`src/rvt_pkg.sv`:
```
// Package: shared types and constants of the voxel traversal block.
`timescale 1ns / 1ps
package rvt_pkg;

	localparam int COORD_W     = 20;
	localparam int CFG_W       = 5;
	localparam int CFG_IDX_W   = 2;
	localparam int IDX_W       = 12;
	localparam int LEN_W       = 21;
	localparam int PQ_W        = 21;
	localparam int SQ_W        = 42;
	localparam int MAX_RESULTS = 48;
	localparam int ITER_CAP    = 4 * MAX_RESULTS;
	localparam int CNT_W       = 6;
	localparam int ITER_W      = 8;
	localparam int AXIS_W      = 2;

	localparam logic [CFG_IDX_W-1:0] REG_GRID_X = 2'd0;
	localparam logic [CFG_IDX_W-1:0] REG_GRID_Y = 2'd1;
	localparam logic [CFG_IDX_W-1:0] REG_GRID_Z = 2'd2;

	localparam logic [AXIS_W-1:0] AXIS_X = 2'd0;
	localparam logic [AXIS_W-1:0] AXIS_Z = 2'd2;

	typedef struct packed {
		logic [COORD_W-1:0] start_x;
		logic [COORD_W-1:0] start_y;
		logic [COORD_W-1:0] start_z;
		logic [COORD_W-1:0] end_x;
		logic [COORD_W-1:0] end_y;
		logic [COORD_W-1:0] end_z;
	} in_item_t;

	typedef struct packed {
		logic [IDX_W-1:0] voxel_index;
		logic [LEN_W-1:0] segment_length;
		logic             is_last;
	} out_item_t;

	typedef struct packed {
		logic              load;
		logic              sq_en;
		logic [AXIS_W-1:0] axis;
		logic              root_start;
		logic              root_store;
		logic              mul_en;
		logic              div_start;
		logic              div_step;
		logic              div_store;
		logic              walk_en;
	} cmd_t;

	typedef struct packed {
		logic root_done;
		logic div_done;
		logic walk_done;
	} sts_t;

endpackage

```
`src/rvt_sqrt.sv`:
```
// Iterative integer square root, one result bit per cycle.
`timescale 1ns / 1ps
module rvt_sqrt (
	input  logic                       clk,
	input  logic                       arst_n,
	input  logic                       start,
	input  logic [rvt_pkg::SQ_W-1:0]   value,
	output logic [rvt_pkg::PQ_W-1:0]   root,
	output logic                       done
);
	import rvt_pkg::*;

	localparam int CW = $clog2(PQ_W + 1);

	logic [SQ_W-1:0] v_q, res_q, bit_q;
	logic [CW-1:0]   cnt_q;
	logic            busy_q, done_q;
	logic [SQ_W-1:0] trial;

	assign trial = res_q + bit_q;

	always_ff @(posedge clk or negedge arst_n) begin
		if (!arst_n) begin
			busy_q <= 1'b0;
			done_q <= 1'b0;
			cnt_q  <= '0;
		end else begin
			done_q <= 1'b0;
			if (start) begin
				busy_q <= 1'b1;
				cnt_q  <= '0;
			end else if (busy_q) begin
				if (cnt_q == CW'(PQ_W - 1)) begin
					busy_q <= 1'b0;
					done_q <= 1'b1;
				end
				cnt_q <= cnt_q + 1'b1;
			end
		end
	end

	always_ff @(posedge clk) begin
		if (start) begin
			v_q   <= value;
			res_q <= '0;
			bit_q <= SQ_W'(1) << (SQ_W - 2);
		end else if (busy_q) begin
			if (v_q >= trial) begin
				v_q   <= v_q - trial;
				res_q <= (res_q >> 1) + bit_q;
			end else begin
				res_q <= res_q >> 1;
			end
			bit_q <= bit_q >> 2;
		end
	end

	assign root = res_q[PQ_W-1:0];
	assign done = done_q;
endmodule

```
`src/rvt_div.sv`:
```
// Restoring divider, one quotient bit per cycle.
`timescale 1ns / 1ps
module rvt_div #(
	parameter int DW = 38
) (
	input  logic                          clk,
	input  logic                          arst_n,
	input  logic                          start,
	input  logic [DW-1:0]                 dividend,
	input  logic [rvt_pkg::COORD_W-1:0]   divisor,
	output logic [DW-1:0]                 quotient,
	output logic                          done
);
	import rvt_pkg::*;

	localparam int CW = $clog2(DW + 1);

	logic [DW-1:0]      q_q;
	logic [COORD_W:0]   rem_q, rem_sh;
	logic [COORD_W-1:0] dvs_q;
	logic [CW-1:0]      cnt_q;
	logic               busy_q, done_q;

	assign rem_sh = {rem_q[COORD_W-1:0], q_q[DW-1]};

	always_ff @(posedge clk or negedge arst_n) begin
		if (!arst_n) begin
			busy_q <= 1'b0;
			done_q <= 1'b0;
			cnt_q  <= '0;
		end else begin
			done_q <= 1'b0;
			if (start) begin
				busy_q <= 1'b1;
				cnt_q  <= '0;
			end else if (busy_q) begin
				if (cnt_q == CW'(DW - 1)) begin
					busy_q <= 1'b0;
					done_q <= 1'b1;
				end
				cnt_q <= cnt_q + 1'b1;
			end
		end
	end

	always_ff @(posedge clk) begin
		if (start) begin
			q_q   <= dividend;
			rem_q <= '0;
			dvs_q <= divisor;
		end else if (busy_q) begin
			if (rem_sh >= {1'b0, dvs_q}) begin
				rem_q <= rem_sh - {1'b0, dvs_q};
				q_q   <= {q_q[DW-2:0], 1'b1};
			end else begin
				rem_q <= rem_sh;
				q_q   <= {q_q[DW-2:0], 1'b0};
			end
		end
	end

	assign quotient = q_q;
	assign done     = done_q;
endmodule

```
`src/rvt_ctrl.sv`:
```
// Controller: sequences setup arithmetic and the grid walk of one segment.
`timescale 1ns / 1ps
module rvt_ctrl (
	input  logic          clk,
	input  logic          arst_n,
	input  logic          in_valid,
	output logic          in_ready,
	output rvt_pkg::cmd_t cmd,
	input  rvt_pkg::sts_t sts
);
	import rvt_pkg::*;

	localparam logic [3:0] S_IDLE  = 4'd0;
	localparam logic [3:0] S_SQ    = 4'd1;
	localparam logic [3:0] S_ROOT  = 4'd2;
	localparam logic [3:0] S_RWAIT = 4'd3;
	localparam logic [3:0] S_MUL   = 4'd4;
	localparam logic [3:0] S_DRUN  = 4'd5;
	localparam logic [3:0] S_WRUN  = 4'd6;
	localparam logic [3:0] S_DSTEP = 4'd7;
	localparam logic [3:0] S_WSTEP = 4'd8;
	localparam logic [3:0] S_WALK  = 4'd9;

	logic [3:0]        state_q, state_d;
	logic [AXIS_W-1:0] axis_q, axis_d;

	always_comb begin
		state_d  = state_q;
		axis_d   = axis_q;
		cmd      = '0;
		cmd.axis = axis_q;
		in_ready = 1'b0;
		unique case (state_q)
			S_IDLE: begin
				in_ready = 1'b1;
				if (in_valid) begin
					cmd.load = 1'b1;
					axis_d   = AXIS_X;
					state_d  = S_SQ;
				end
			end
			S_SQ: begin
				cmd.sq_en = 1'b1;
				if (axis_q == AXIS_Z) begin
					axis_d  = AXIS_X;
					state_d = S_ROOT;
				end else begin
					axis_d = axis_q + 1'b1;
				end
			end
			S_ROOT: begin
				cmd.root_start = 1'b1;
				state_d        = S_RWAIT;
			end
			S_RWAIT: begin
				if (sts.root_done) begin
					cmd.root_store = 1'b1;
					state_d        = S_MUL;
				end
			end
			S_MUL: begin
				cmd.mul_en = 1'b1;
				state_d    = S_DRUN;
			end
			S_DRUN: begin
				cmd.div_start = 1'b1;
				state_d       = S_WRUN;
			end
			S_WRUN: begin
				if (sts.div_done) begin
					cmd.div_store = 1'b1;
					state_d       = S_DSTEP;
				end
			end
			S_DSTEP: begin
				cmd.div_start = 1'b1;
				cmd.div_step  = 1'b1;
				state_d       = S_WSTEP;
			end
			S_WSTEP: begin
				cmd.div_step = 1'b1;
				if (sts.div_done) begin
					cmd.div_store = 1'b1;
					if (axis_q == AXIS_Z) begin
						state_d = S_WALK;
					end else begin
						axis_d  = axis_q + 1'b1;
						state_d = S_MUL;
					end
				end
			end
			S_WALK: begin
				cmd.walk_en = 1'b1;
				if (sts.walk_done)
					state_d = S_IDLE;
			end
			default: state_d = S_IDLE;
		endcase
	end

	always_ff @(posedge clk or negedge arst_n) begin
		if (!arst_n) begin
			state_q <= S_IDLE;
			axis_q  <= AXIS_X;
		end else begin
			state_q <= state_d;
			axis_q  <= axis_d;
		end
	end
endmodule

```
`src/rvt_datapath.sv`:
```
// Datapath: segment length, per-axis boundary setup, grid walk and result register.
`timescale 1ns / 1ps
module rvt_datapath #(
	parameter int MAX_GRID  = 16,
	parameter int FRAC_BITS = 16
) (
	input  logic                         clk,
	input  logic                         arst_n,
	input  rvt_pkg::cmd_t                cmd,
	output rvt_pkg::sts_t                sts,
	input  rvt_pkg::in_item_t            in_item,
	input  logic [rvt_pkg::CFG_W-1:0]    grid_x,
	input  logic [rvt_pkg::CFG_W-1:0]    grid_y,
	input  logic [rvt_pkg::CFG_W-1:0]    grid_z,
	output logic                         out_valid,
	input  logic                         out_ready,
	output rvt_pkg::out_item_t           out_item
);
	import rvt_pkg::*;

	localparam int GW     = $clog2(MAX_GRID + 1);
	localparam int INT_W  = COORD_W - FRAC_BITS;
	localparam int IW     = INT_W + 10;
	localparam int DIST_W = FRAC_BITS + 1;
	localparam int DW     = PQ_W + DIST_W;
	localparam int RW     = DW + 1;
	localparam int FW     = (3 * GW + 2 > IDX_W) ? 3 * GW + 2 : IDX_W;

	logic [COORD_W-1:0] a_in [3];
	logic [COORD_W-1:0] b_in [3];

	logic [COORD_W-1:0]   d_q    [3];
	logic                 up_q   [3];
	logic                 still_q[3];
	logic [DIST_W-1:0]    dist_q [3];
	logic signed [IW-1:0] pos_q  [3];
	logic [RW-1:0]        run_q  [3];
	logic [DW-1:0]        step_q [3];

	logic [SQ_W-1:0]   sq_acc_q;
	logic [PQ_W-1:0]   pq_q, root;
	logic [DW-1:0]     prod_q, div_in, quot;
	logic              root_done, div_done;
	logic [GW-1:0]     ex, ey, ez;
	logic [2*GW-1:0]   plane_q;
	logic [PQ_W-1:0]   prev_q;
	logic [CNT_W-1:0]  n_q;
	logic [ITER_W-1:0] iter_q;
	logic              out_valid_q;
	out_item_t         out_q;

	assign a_in[0] = in_item.start_x;
	assign a_in[1] = in_item.start_y;
	assign a_in[2] = in_item.start_z;
	assign b_in[0] = in_item.end_x;
	assign b_in[1] = in_item.end_y;
	assign b_in[2] = in_item.end_z;

	function automatic logic [GW-1:0] eff_size(input logic [CFG_W-1:0] g);
		logic [GW-1:0] r;
		if (g == '0)
			r = GW'(1);
		else if (32'(g) > MAX_GRID)
			r = GW'(MAX_GRID);
		else
			r = GW'(g);
		return r;
	endfunction

	function automatic logic [GW-1:0] clamp(input logic signed [IW-1:0] c,
			input logic [GW-1:0] size);
		logic [GW-1:0] r;
		if (c < 0)
			r = '0;
		else if (c >= $signed({{(IW-GW){1'b0}}, size}))
			r = size - 1'b1;
		else
			r = c[GW-1:0];
		return r;
	endfunction

	assign ex = eff_size(grid_x);
	assign ey = eff_size(grid_y);
	assign ez = eff_size(grid_z);

	// per-axis setup captured with the transaction
	always_ff @(posedge clk) begin
		if (cmd.load) begin
			for (int i = 0; i < 3; i++) begin
				up_q[i]    <= b_in[i] > a_in[i];
				still_q[i] <= b_in[i] == a_in[i];
				d_q[i]     <= (b_in[i] > a_in[i]) ? b_in[i] - a_in[i] : a_in[i] - b_in[i];
				dist_q[i]  <= (b_in[i] > a_in[i]) ?
					(DIST_W'(1) << FRAC_BITS) - {1'b0, a_in[i][FRAC_BITS-1:0]} :
					{1'b0, a_in[i][FRAC_BITS-1:0]};
			end
			plane_q  <= (2*GW)'(ex) * (2*GW)'(ey);
			sq_acc_q <= '0;
		end else if (cmd.sq_en) begin
			sq_acc_q <= sq_acc_q + SQ_W'(d_q[cmd.axis] * d_q[cmd.axis]);
		end
		if (cmd.root_store)
			pq_q <= root;
		if (cmd.mul_en)
			prod_q <= DW'(pq_q) * DW'(dist_q[cmd.axis]);
		if (cmd.div_store && cmd.div_step)
			step_q[cmd.axis] <= still_q[cmd.axis] ? '0 : quot;
	end

	rvt_sqrt u_sqrt (
		.clk    (clk),
		.arst_n (arst_n),
		.start  (cmd.root_start),
		.value  (sq_acc_q),
		.root   (root),
		.done   (root_done)
	);

	assign div_in = cmd.div_step ? {1'b0, pq_q, {FRAC_BITS{1'b0}}} : prod_q;

	rvt_div #(.DW(DW)) u_div (
		.clk      (clk),
		.arst_n   (arst_n),
		.start    (cmd.div_start),
		.dividend (div_in),
		.divisor  (d_q[cmd.axis]),
		.quotient (quot),
		.done     (div_done)
	);

	// grid walk, one step per cycle while the result slot is free
	logic [RW-1:0]    t;
	logic             slot_free, go, fin, emit, sel_x, sel_y;
	logic [GW-1:0]    cx, cy, cz;
	logic [FW-1:0]    flat;
	logic [PQ_W-1:0]  t_len;

	assign slot_free = !out_valid_q || out_ready;
	assign go        = cmd.walk_en && slot_free;

	always_comb begin
		t = run_q[0];
		if (run_q[1] < t) t = run_q[1];
		if (run_q[2] < t) t = run_q[2];
	end

	assign fin   = (t >= RW'(pq_q)) || (n_q == CNT_W'(MAX_RESULTS - 1))
	               || (iter_q >= ITER_W'(ITER_CAP));
	assign emit  = t > RW'(prev_q);
	assign t_len = t[PQ_W-1:0] - prev_q;
	assign sel_x = (run_q[0] < run_q[1]) && (run_q[0] < run_q[2]);
	assign sel_y = !(run_q[0] < run_q[1]) && (run_q[1] < run_q[2]);

	assign cx   = clamp(pos_q[0], ex);
	assign cy   = clamp(pos_q[1], ey);
	assign cz   = clamp(pos_q[2], ez);
	assign flat = FW'(cz) * FW'(plane_q) + FW'(cy) * FW'(ex) + FW'(cx);

	always_ff @(posedge clk) begin
		// first boundary distance of an axis, loaded during setup
		if (cmd.div_store && !cmd.div_step)
			run_q[cmd.axis] <= still_q[cmd.axis] ? '1 : {1'b0, quot};
		if (cmd.load) begin
			for (int i = 0; i < 3; i++)
				pos_q[i] <= $signed({{(IW-INT_W){1'b0}}, a_in[i][COORD_W-1:FRAC_BITS]});
			prev_q <= '0;
			n_q    <= '0;
			iter_q <= '0;
		end else if (go && !fin) begin
			if (emit) begin
				n_q    <= n_q + 1'b1;
				prev_q <= t[PQ_W-1:0];
			end
			iter_q <= iter_q + 1'b1;
			for (int i = 0; i < 3; i++) begin
				if ((i == 0 && sel_x) || (i == 1 && sel_y) || (i == 2 && !sel_x && !sel_y)) begin
					if (!still_q[i]) begin
						pos_q[i] <= up_q[i] ? pos_q[i] + 1'b1 : pos_q[i] - 1'b1;
						run_q[i] <= run_q[i] + RW'(step_q[i]);
					end
				end
			end
		end
		if (go && (fin || emit)) begin
			out_q.voxel_index    <= flat[IDX_W-1:0];
			out_q.segment_length <= fin ? pq_q - prev_q : t_len;
			out_q.is_last        <= fin;
		end
	end

	always_ff @(posedge clk or negedge arst_n) begin
		if (!arst_n)
			out_valid_q <= 1'b0;
		else if (go && (fin || emit))
			out_valid_q <= 1'b1;
		else if (out_ready)
			out_valid_q <= 1'b0;
	end

	assign sts.root_done = root_done;
	assign sts.div_done  = div_done;
	assign sts.walk_done = go && fin;
	assign out_valid     = out_valid_q;
	assign out_item      = out_q;
endmodule

```
`src/ray_voxel_traversal_lengths.sv`:
```
// Top level: voxel path lengths of a 3D segment, grid size registers and glue.
//
// Usage: one segment per transaction on the input channel (in_valid/in_ready,
// in_item holds both endpoints in unsigned Q4.16). For every voxel crossed
// with a nonzero length a result transaction leaves on out_valid/out_ready:
// flat voxel index, Q5.16 length and is_last on the final voxel.
// Grid sizes are written through cfg_we/cfg_index/cfg_data; the user must
// write them only while idle, the block itself does not enforce this.
// Setup per segment: squares of three axes, the bit-serial root, then per
// axis one multiply and two divisions (DW = 22 + FRAC_BITS), most of it on
// the shared divider; then the walk makes one grid step per cycle while the
// output register is free, at most 192 steps and 48 results.
// One segment is in flight at a time; in_ready rises once the last result
// has been placed in the output register, so the next setup overlaps it.
// Output stalls hold the walk; the output register keeps its transaction.
// Reset clears control state and sets all grid sizes to 16.
`timescale 1ns / 1ps
module ray_voxel_traversal_lengths #(
	parameter int MAX_GRID  = 16,
	parameter int FRAC_BITS = 16
) (
	input  logic                             clk,
	input  logic                             arst_n,
	input  logic                             in_valid,
	output logic                             in_ready,
	input  rvt_pkg::in_item_t                in_item,
	output logic                             out_valid,
	input  logic                             out_ready,
	output rvt_pkg::out_item_t               out_item,
	input  logic                             cfg_we,
	input  logic [rvt_pkg::CFG_IDX_W-1:0]    cfg_index,
	input  logic [rvt_pkg::CFG_W-1:0]        cfg_data
);
	import rvt_pkg::*;

	logic [CFG_W-1:0] grid_x_q, grid_y_q, grid_z_q;
	cmd_t cmd;
	sts_t sts;

	always_ff @(posedge clk or negedge arst_n) begin
		if (!arst_n) begin
			grid_x_q <= CFG_W'(16);
			grid_y_q <= CFG_W'(16);
			grid_z_q <= CFG_W'(16);
		end else if (cfg_we) begin
			unique case (cfg_index)
				REG_GRID_X: grid_x_q <= cfg_data;
				REG_GRID_Y: grid_y_q <= cfg_data;
				REG_GRID_Z: grid_z_q <= cfg_data;
				default: ;
			endcase
		end
	end

	rvt_ctrl u_ctrl (
		.clk      (clk),
		.arst_n   (arst_n),
		.in_valid (in_valid),
		.in_ready (in_ready),
		.cmd      (cmd),
		.sts      (sts)
	);

	rvt_datapath #(.MAX_GRID(MAX_GRID), .FRAC_BITS(FRAC_BITS)) u_dp (
		.clk       (clk),
		.arst_n    (arst_n),
		.cmd       (cmd),
		.sts       (sts),
		.in_item   (in_item),
		.grid_x    (grid_x_q),
		.grid_y    (grid_y_q),
		.grid_z    (grid_z_q),
		.out_valid (out_valid),
		.out_ready (out_ready),
		.out_item  (out_item)
	);

	a_busy_after_accept: assert property (@(posedge clk) disable iff (!arst_n)
		in_valid && in_ready |=> !in_ready)
		else $error("input accepted twice in a row");

	a_no_empty_result: assert property (@(posedge clk) disable iff (!arst_n)
		out_valid |-> out_item.is_last || out_item.segment_length != '0)
		else $error("zero-length result that is not the last");

	a_walk_only_when_busy: assert property (@(posedge clk) disable iff (!arst_n)
		cmd.walk_en |-> !in_ready)
		else $error("walk running while input is open");
endmodule
```
`config.mk`:
```
export PLATFORM = sky130hd
export DESIGN_NAME = ray_voxel_traversal_lengths
export DESIGN_NICKNAME = d
export VERILOG_FILES = /design/src/rvt_pkg.sv /design/src/rvt_sqrt.sv /design/src/rvt_div.sv /design/src/rvt_ctrl.sv /design/src/rvt_datapath.sv /design/src/ray_voxel_traversal_lengths.sv
export SDC_FILE = /design/constraint.sdc
export NUM_CORES = 2
export LEC_CHECK = 0
export ABC_CLOCK_PERIOD_IN_PS = 10900
export BUFFER_PORTS_ARGS = -buffer_cell sky130_fd_sc_hd__buf_4
export CORE_UTILIZATION = 40
export DETAILED_ROUTE_END_ITERATION = 8
export PLACE_DENSITY = 0.66
export SLEW_MARGIN = 5
export SYNTH_ARGS = -nofsm -noshare
export SYNTH_HDL_FRONTEND = slang
export SYNTH_HIERARCHICAL = 1
export SYNTH_SLANG_ARGS = --single-unit
export TNS_END_PERCENT = 50
```
`constraint.sdc`:
```
create_clock -name clk -period 10.9 [get_ports clk]
set_clock_uncertainty 0.2 [all_clocks]
set_input_delay 0.545 -clock clk [delete_from_list [all_inputs] [get_ports clk]]
set_output_delay 0.545 -clock clk [all_outputs]
set_load 0.01 [all_outputs]
```
==> impl_metrics.ini <==
[power_and_ir_drop]
p_leak_nw = 41.5
ir_drop_mv = 0.128
power_frac_seq_pct = 44.5
power.internal_mw = 5.50
power_mw = 7.31
clkPwrFrac_pct = 46.1
p_per_area_nw_per_um2 = 79.8
comb_power_share_pct = 9.4
p_sw_mw = 1.81
netSwitchingFraction_pct = 24.8

[timing]
fin_ws_ns = 0.483
report.final.slew_viol_count = 0
worstMarginPinSlew_ns = 1.17
period_share_pct = 95.6
fmax_mhz = 96.0
finalHoldViolCount = 0
rsz0062_at_grt = no
finalCriticalPeriod_ns = 10.42
final.setup.tns_ns = 0
finalSetupViolations = 0
slew_headroom_pct = 21.2

[grt]
grt_max_degree = 130
gr-usage-all-layers_pct = 23.6
first_global_vias = 66383
grt_overflow_total = 0
grt_pass1_wl_microns = 386000
grt_antenna_before_repair = 13

[synth]
synth-edff-count = 593
synthDistinctLibCells = 104
syn_area_per_cell_sq_um = 9.35
synth_top_area_cell = edfxtp_1
synthTopCellsByArea = edfxtp_1 (21%), fa_1 (16%), ha_1 (14%)
synth-seq-cells = 790
synth_top_area_share_pct = 21.4
synth_warnings = 6
async_flop_share_pct = 4.68
yosysSeqAreaShare_pct = 26.4
synth_flop_cell = edfxtp_1
syn_inst = 8885
netlist_area_sq_um = 83100
syn_nets = 10624

[placement]
dpl.hpwl_microns = 196000
place_congestion = 0.974
dp.cells = 11573
port_buffers = 167
dp_slack_ns = 0.490

[floorplanning]
die_w_microns = 458
fp.coreArea_sq_um = 205000
io_pins = 168
initial_core_util_pct = 40.4
die_y_microns = 458
fp.dieArea_sq_um = 210000
rows = 166

[setup_path]
worstPathRequired_ns = 11.17
cpMaxStageDelayCell = edfxtp_1
critPathMaxFanout = 13
crit_arrival_ns = 10.68
endpoint_kind = flip-flop
reg2reg_slack_ns = 0.48
cp.buffers_inverters = 4
r2r-start = u_dp/run_q[0][17]
crit_family = compound AO/OA/AOI/OAI gates
crit_start = u_dp/run_q[0][17]
setup.worst_path.end = u_dp/out_item[21]
crit_path_frequent_cell = a21o_1
path_class = flip-flop to flip-flop
worstSetupStartpointType = flip-flop
r2r_cells = 46
cp.depth = 46
r2r_end = u_dp/out_item[21]
crit_path_max_incr_delay_ns = 0.41

[final_layout]
seq_area_sq_um = 21900
final_util_pct = 44.6
drive_gt1_share_pct = 8.04
instances_no_fill = 11808
num-fill-cells = 19511
syn2layout_area_growth_pct = 10.3
multi_input_area_sq_um = 55300
nNetsFinal = 10774

[clocking]
cts_tree = yes
clock_path_buffers = 3
clk_latency_ns = 0.77
clkTransAtPathRegs_ns = 0.06
cts_max_level = 3
cts_sinks = 790
cts_buffers = 92
cts-root-buf = clkbuf_16

[routing]
wirelength_microns = 250000
routed_via_density = 5.57
postRouteAntennaNets = 0
drt-initial-drc-count = 5175
route.detailed.drc = 0
dr.pass1.iters = 6
wl_per_cell_microns = 21.1
vias = 65802

[hold_path]
min_from = in_item[65]
min_path_type = primary input to flip-flop

[status]
status = finished, final reports clean

[flow_run]
drv_cap = 0
[cell families (layout without fill, tap and decap cells)]
group / Yosys count / after routing / synth area share [%]
simple gates: 2352 / 2352 / 13.2
fa+ha+maj: 1607 / 1607 / 30.3
buf+inv: 1556 / 1785 / 7.27
xor+xnor: 443 / 443 / 4.67
flops: 790 / 790 / 26.4
other cells: 0 / 6 / 0
compound gates: 1790 / 1790 / 13.8
mux: 347 / 347 / 4.36
[final cells by class]
type                    count  share of cell area, %
diodes                      6                 0.0164
clock buffers             127                   2.85
clock inverters            46                  0.728
inverters                1208                   4.95
multi-input cells        6539                   60.4
flip-flops and latches    790                   23.9
well taps                2688                   3.67
repair buffers            404                   3.49
[worst reg2reg max path: cells and delay by family, from the launching register on]
kind            cells  cell delay [ns]
xor+xnor            1             0.09
fa+ha+maj           5             1.51
buf+inv             4             0.47
compound gates     25             4.95
simple gates        7             1.34
mux                 4             1.16
flops               1             0.41
[how the worst min path moves through the flow]
stage	end	slack, ns	depth (start not counted)
floorplan	grid_x_q[0]	0.05	0
CTS	u_dp/dist_q[2][5]	0.002	3
detailed placement	u_dp/prev_q[18]	0.28	2
finish	u_dp/dist_q[2][5]	0.05	3
global route	u_dp/dist_q[2][5]	0.05	3
global placement	u_dp/prev_q[8]	0.27	2
[stage by stage]
stage	cell area, sq um	hold slack [ns]
after global routing	91700	0.0495
after global placement	87800	0.274
final	91700	0.0541
after floorplan	83100	0.0494
after CTS	91600	0.00246
after detailed placement	87800	0.284
[cells in the final DEF, fill, tap and decap left out, types with 117 or more instances in the layout]
| cell type | count |
|---|---|
| xor2_1 | 143 |
| inv_1 | 1192 |
| a21oi_1 | 519 |
| a21o_1 | 226 |
| fa_1 | 677 |
| nand2_1 | 768 |
| o21ai_0 | 367 |
| nor2_1 | 697 |
| edfxtp_1 | 593 |
| buf_4 | 348 |
| dfxtp_1 | 160 |
| and2_1 | 136 |
| ha_1 | 930 |
| xnor2_1 | 300 |
| mux2i_1 | 230 |
| nand3_1 | 117 |
[metal layers]
metal  GRT usage [%]  vias up  share of wire (%)
met5               0        -              0.027
met1            31.5    32488                 43
met4            9.34       10                3.9
met2            38.5     2210                 46
li1                -    30650                  -
met3            3.30      444                6.5
[power groups by stage]
stage          sequential [mW]  combinational [mW]  clock (mW)
6_report                  3.26               0.686        3.37
3_3_place_gp              3.32               0.645           0
3_5_place_dp              3.32               0.653           0
4_1_cts                   3.26               0.677        3.44
5_1_grt                   3.26               0.753        3.55
2_1_floorplan             3.31               0.447           0
[Yosys cell counts, types with 137 or more instances]
library cell,n
a21o_1,227
a21oi_1,525
and2_1,137
clkbuf_1,252
dfxtp_1,160
edfxtp_1,593
fa_1,677
ha_1,930
inv_1,1192
mux2i_1,231
nand2_1,769
nor2_1,699
o21ai_0,382
xnor2_1,300
xor2_1,143
[repair_timing]
item / 4_1_cts / 5_1_grt
gates resized for setup: 0 / 6
setup buffers: 0 / 3
hold buffers: 53 / 0
setup endpoints to repair: 0 / 6
endpoints found under the hold margin: 99 / 0
[state kept, by name, indices dropped and copies added, names as in the netlist, 42 cells and up]
register	cells
u_dp/run_q	117
u_dp/step_q	114
u_dp/d_q	60
u_dp/dist_q	51
u_dp/pos_q	42
u_dp/sq_acc_q	42
u_dp/u_sqrt/res_q	42
u_dp/u_sqrt/v_q	42
Note: power is estimated with default switching activity, not from simulation.
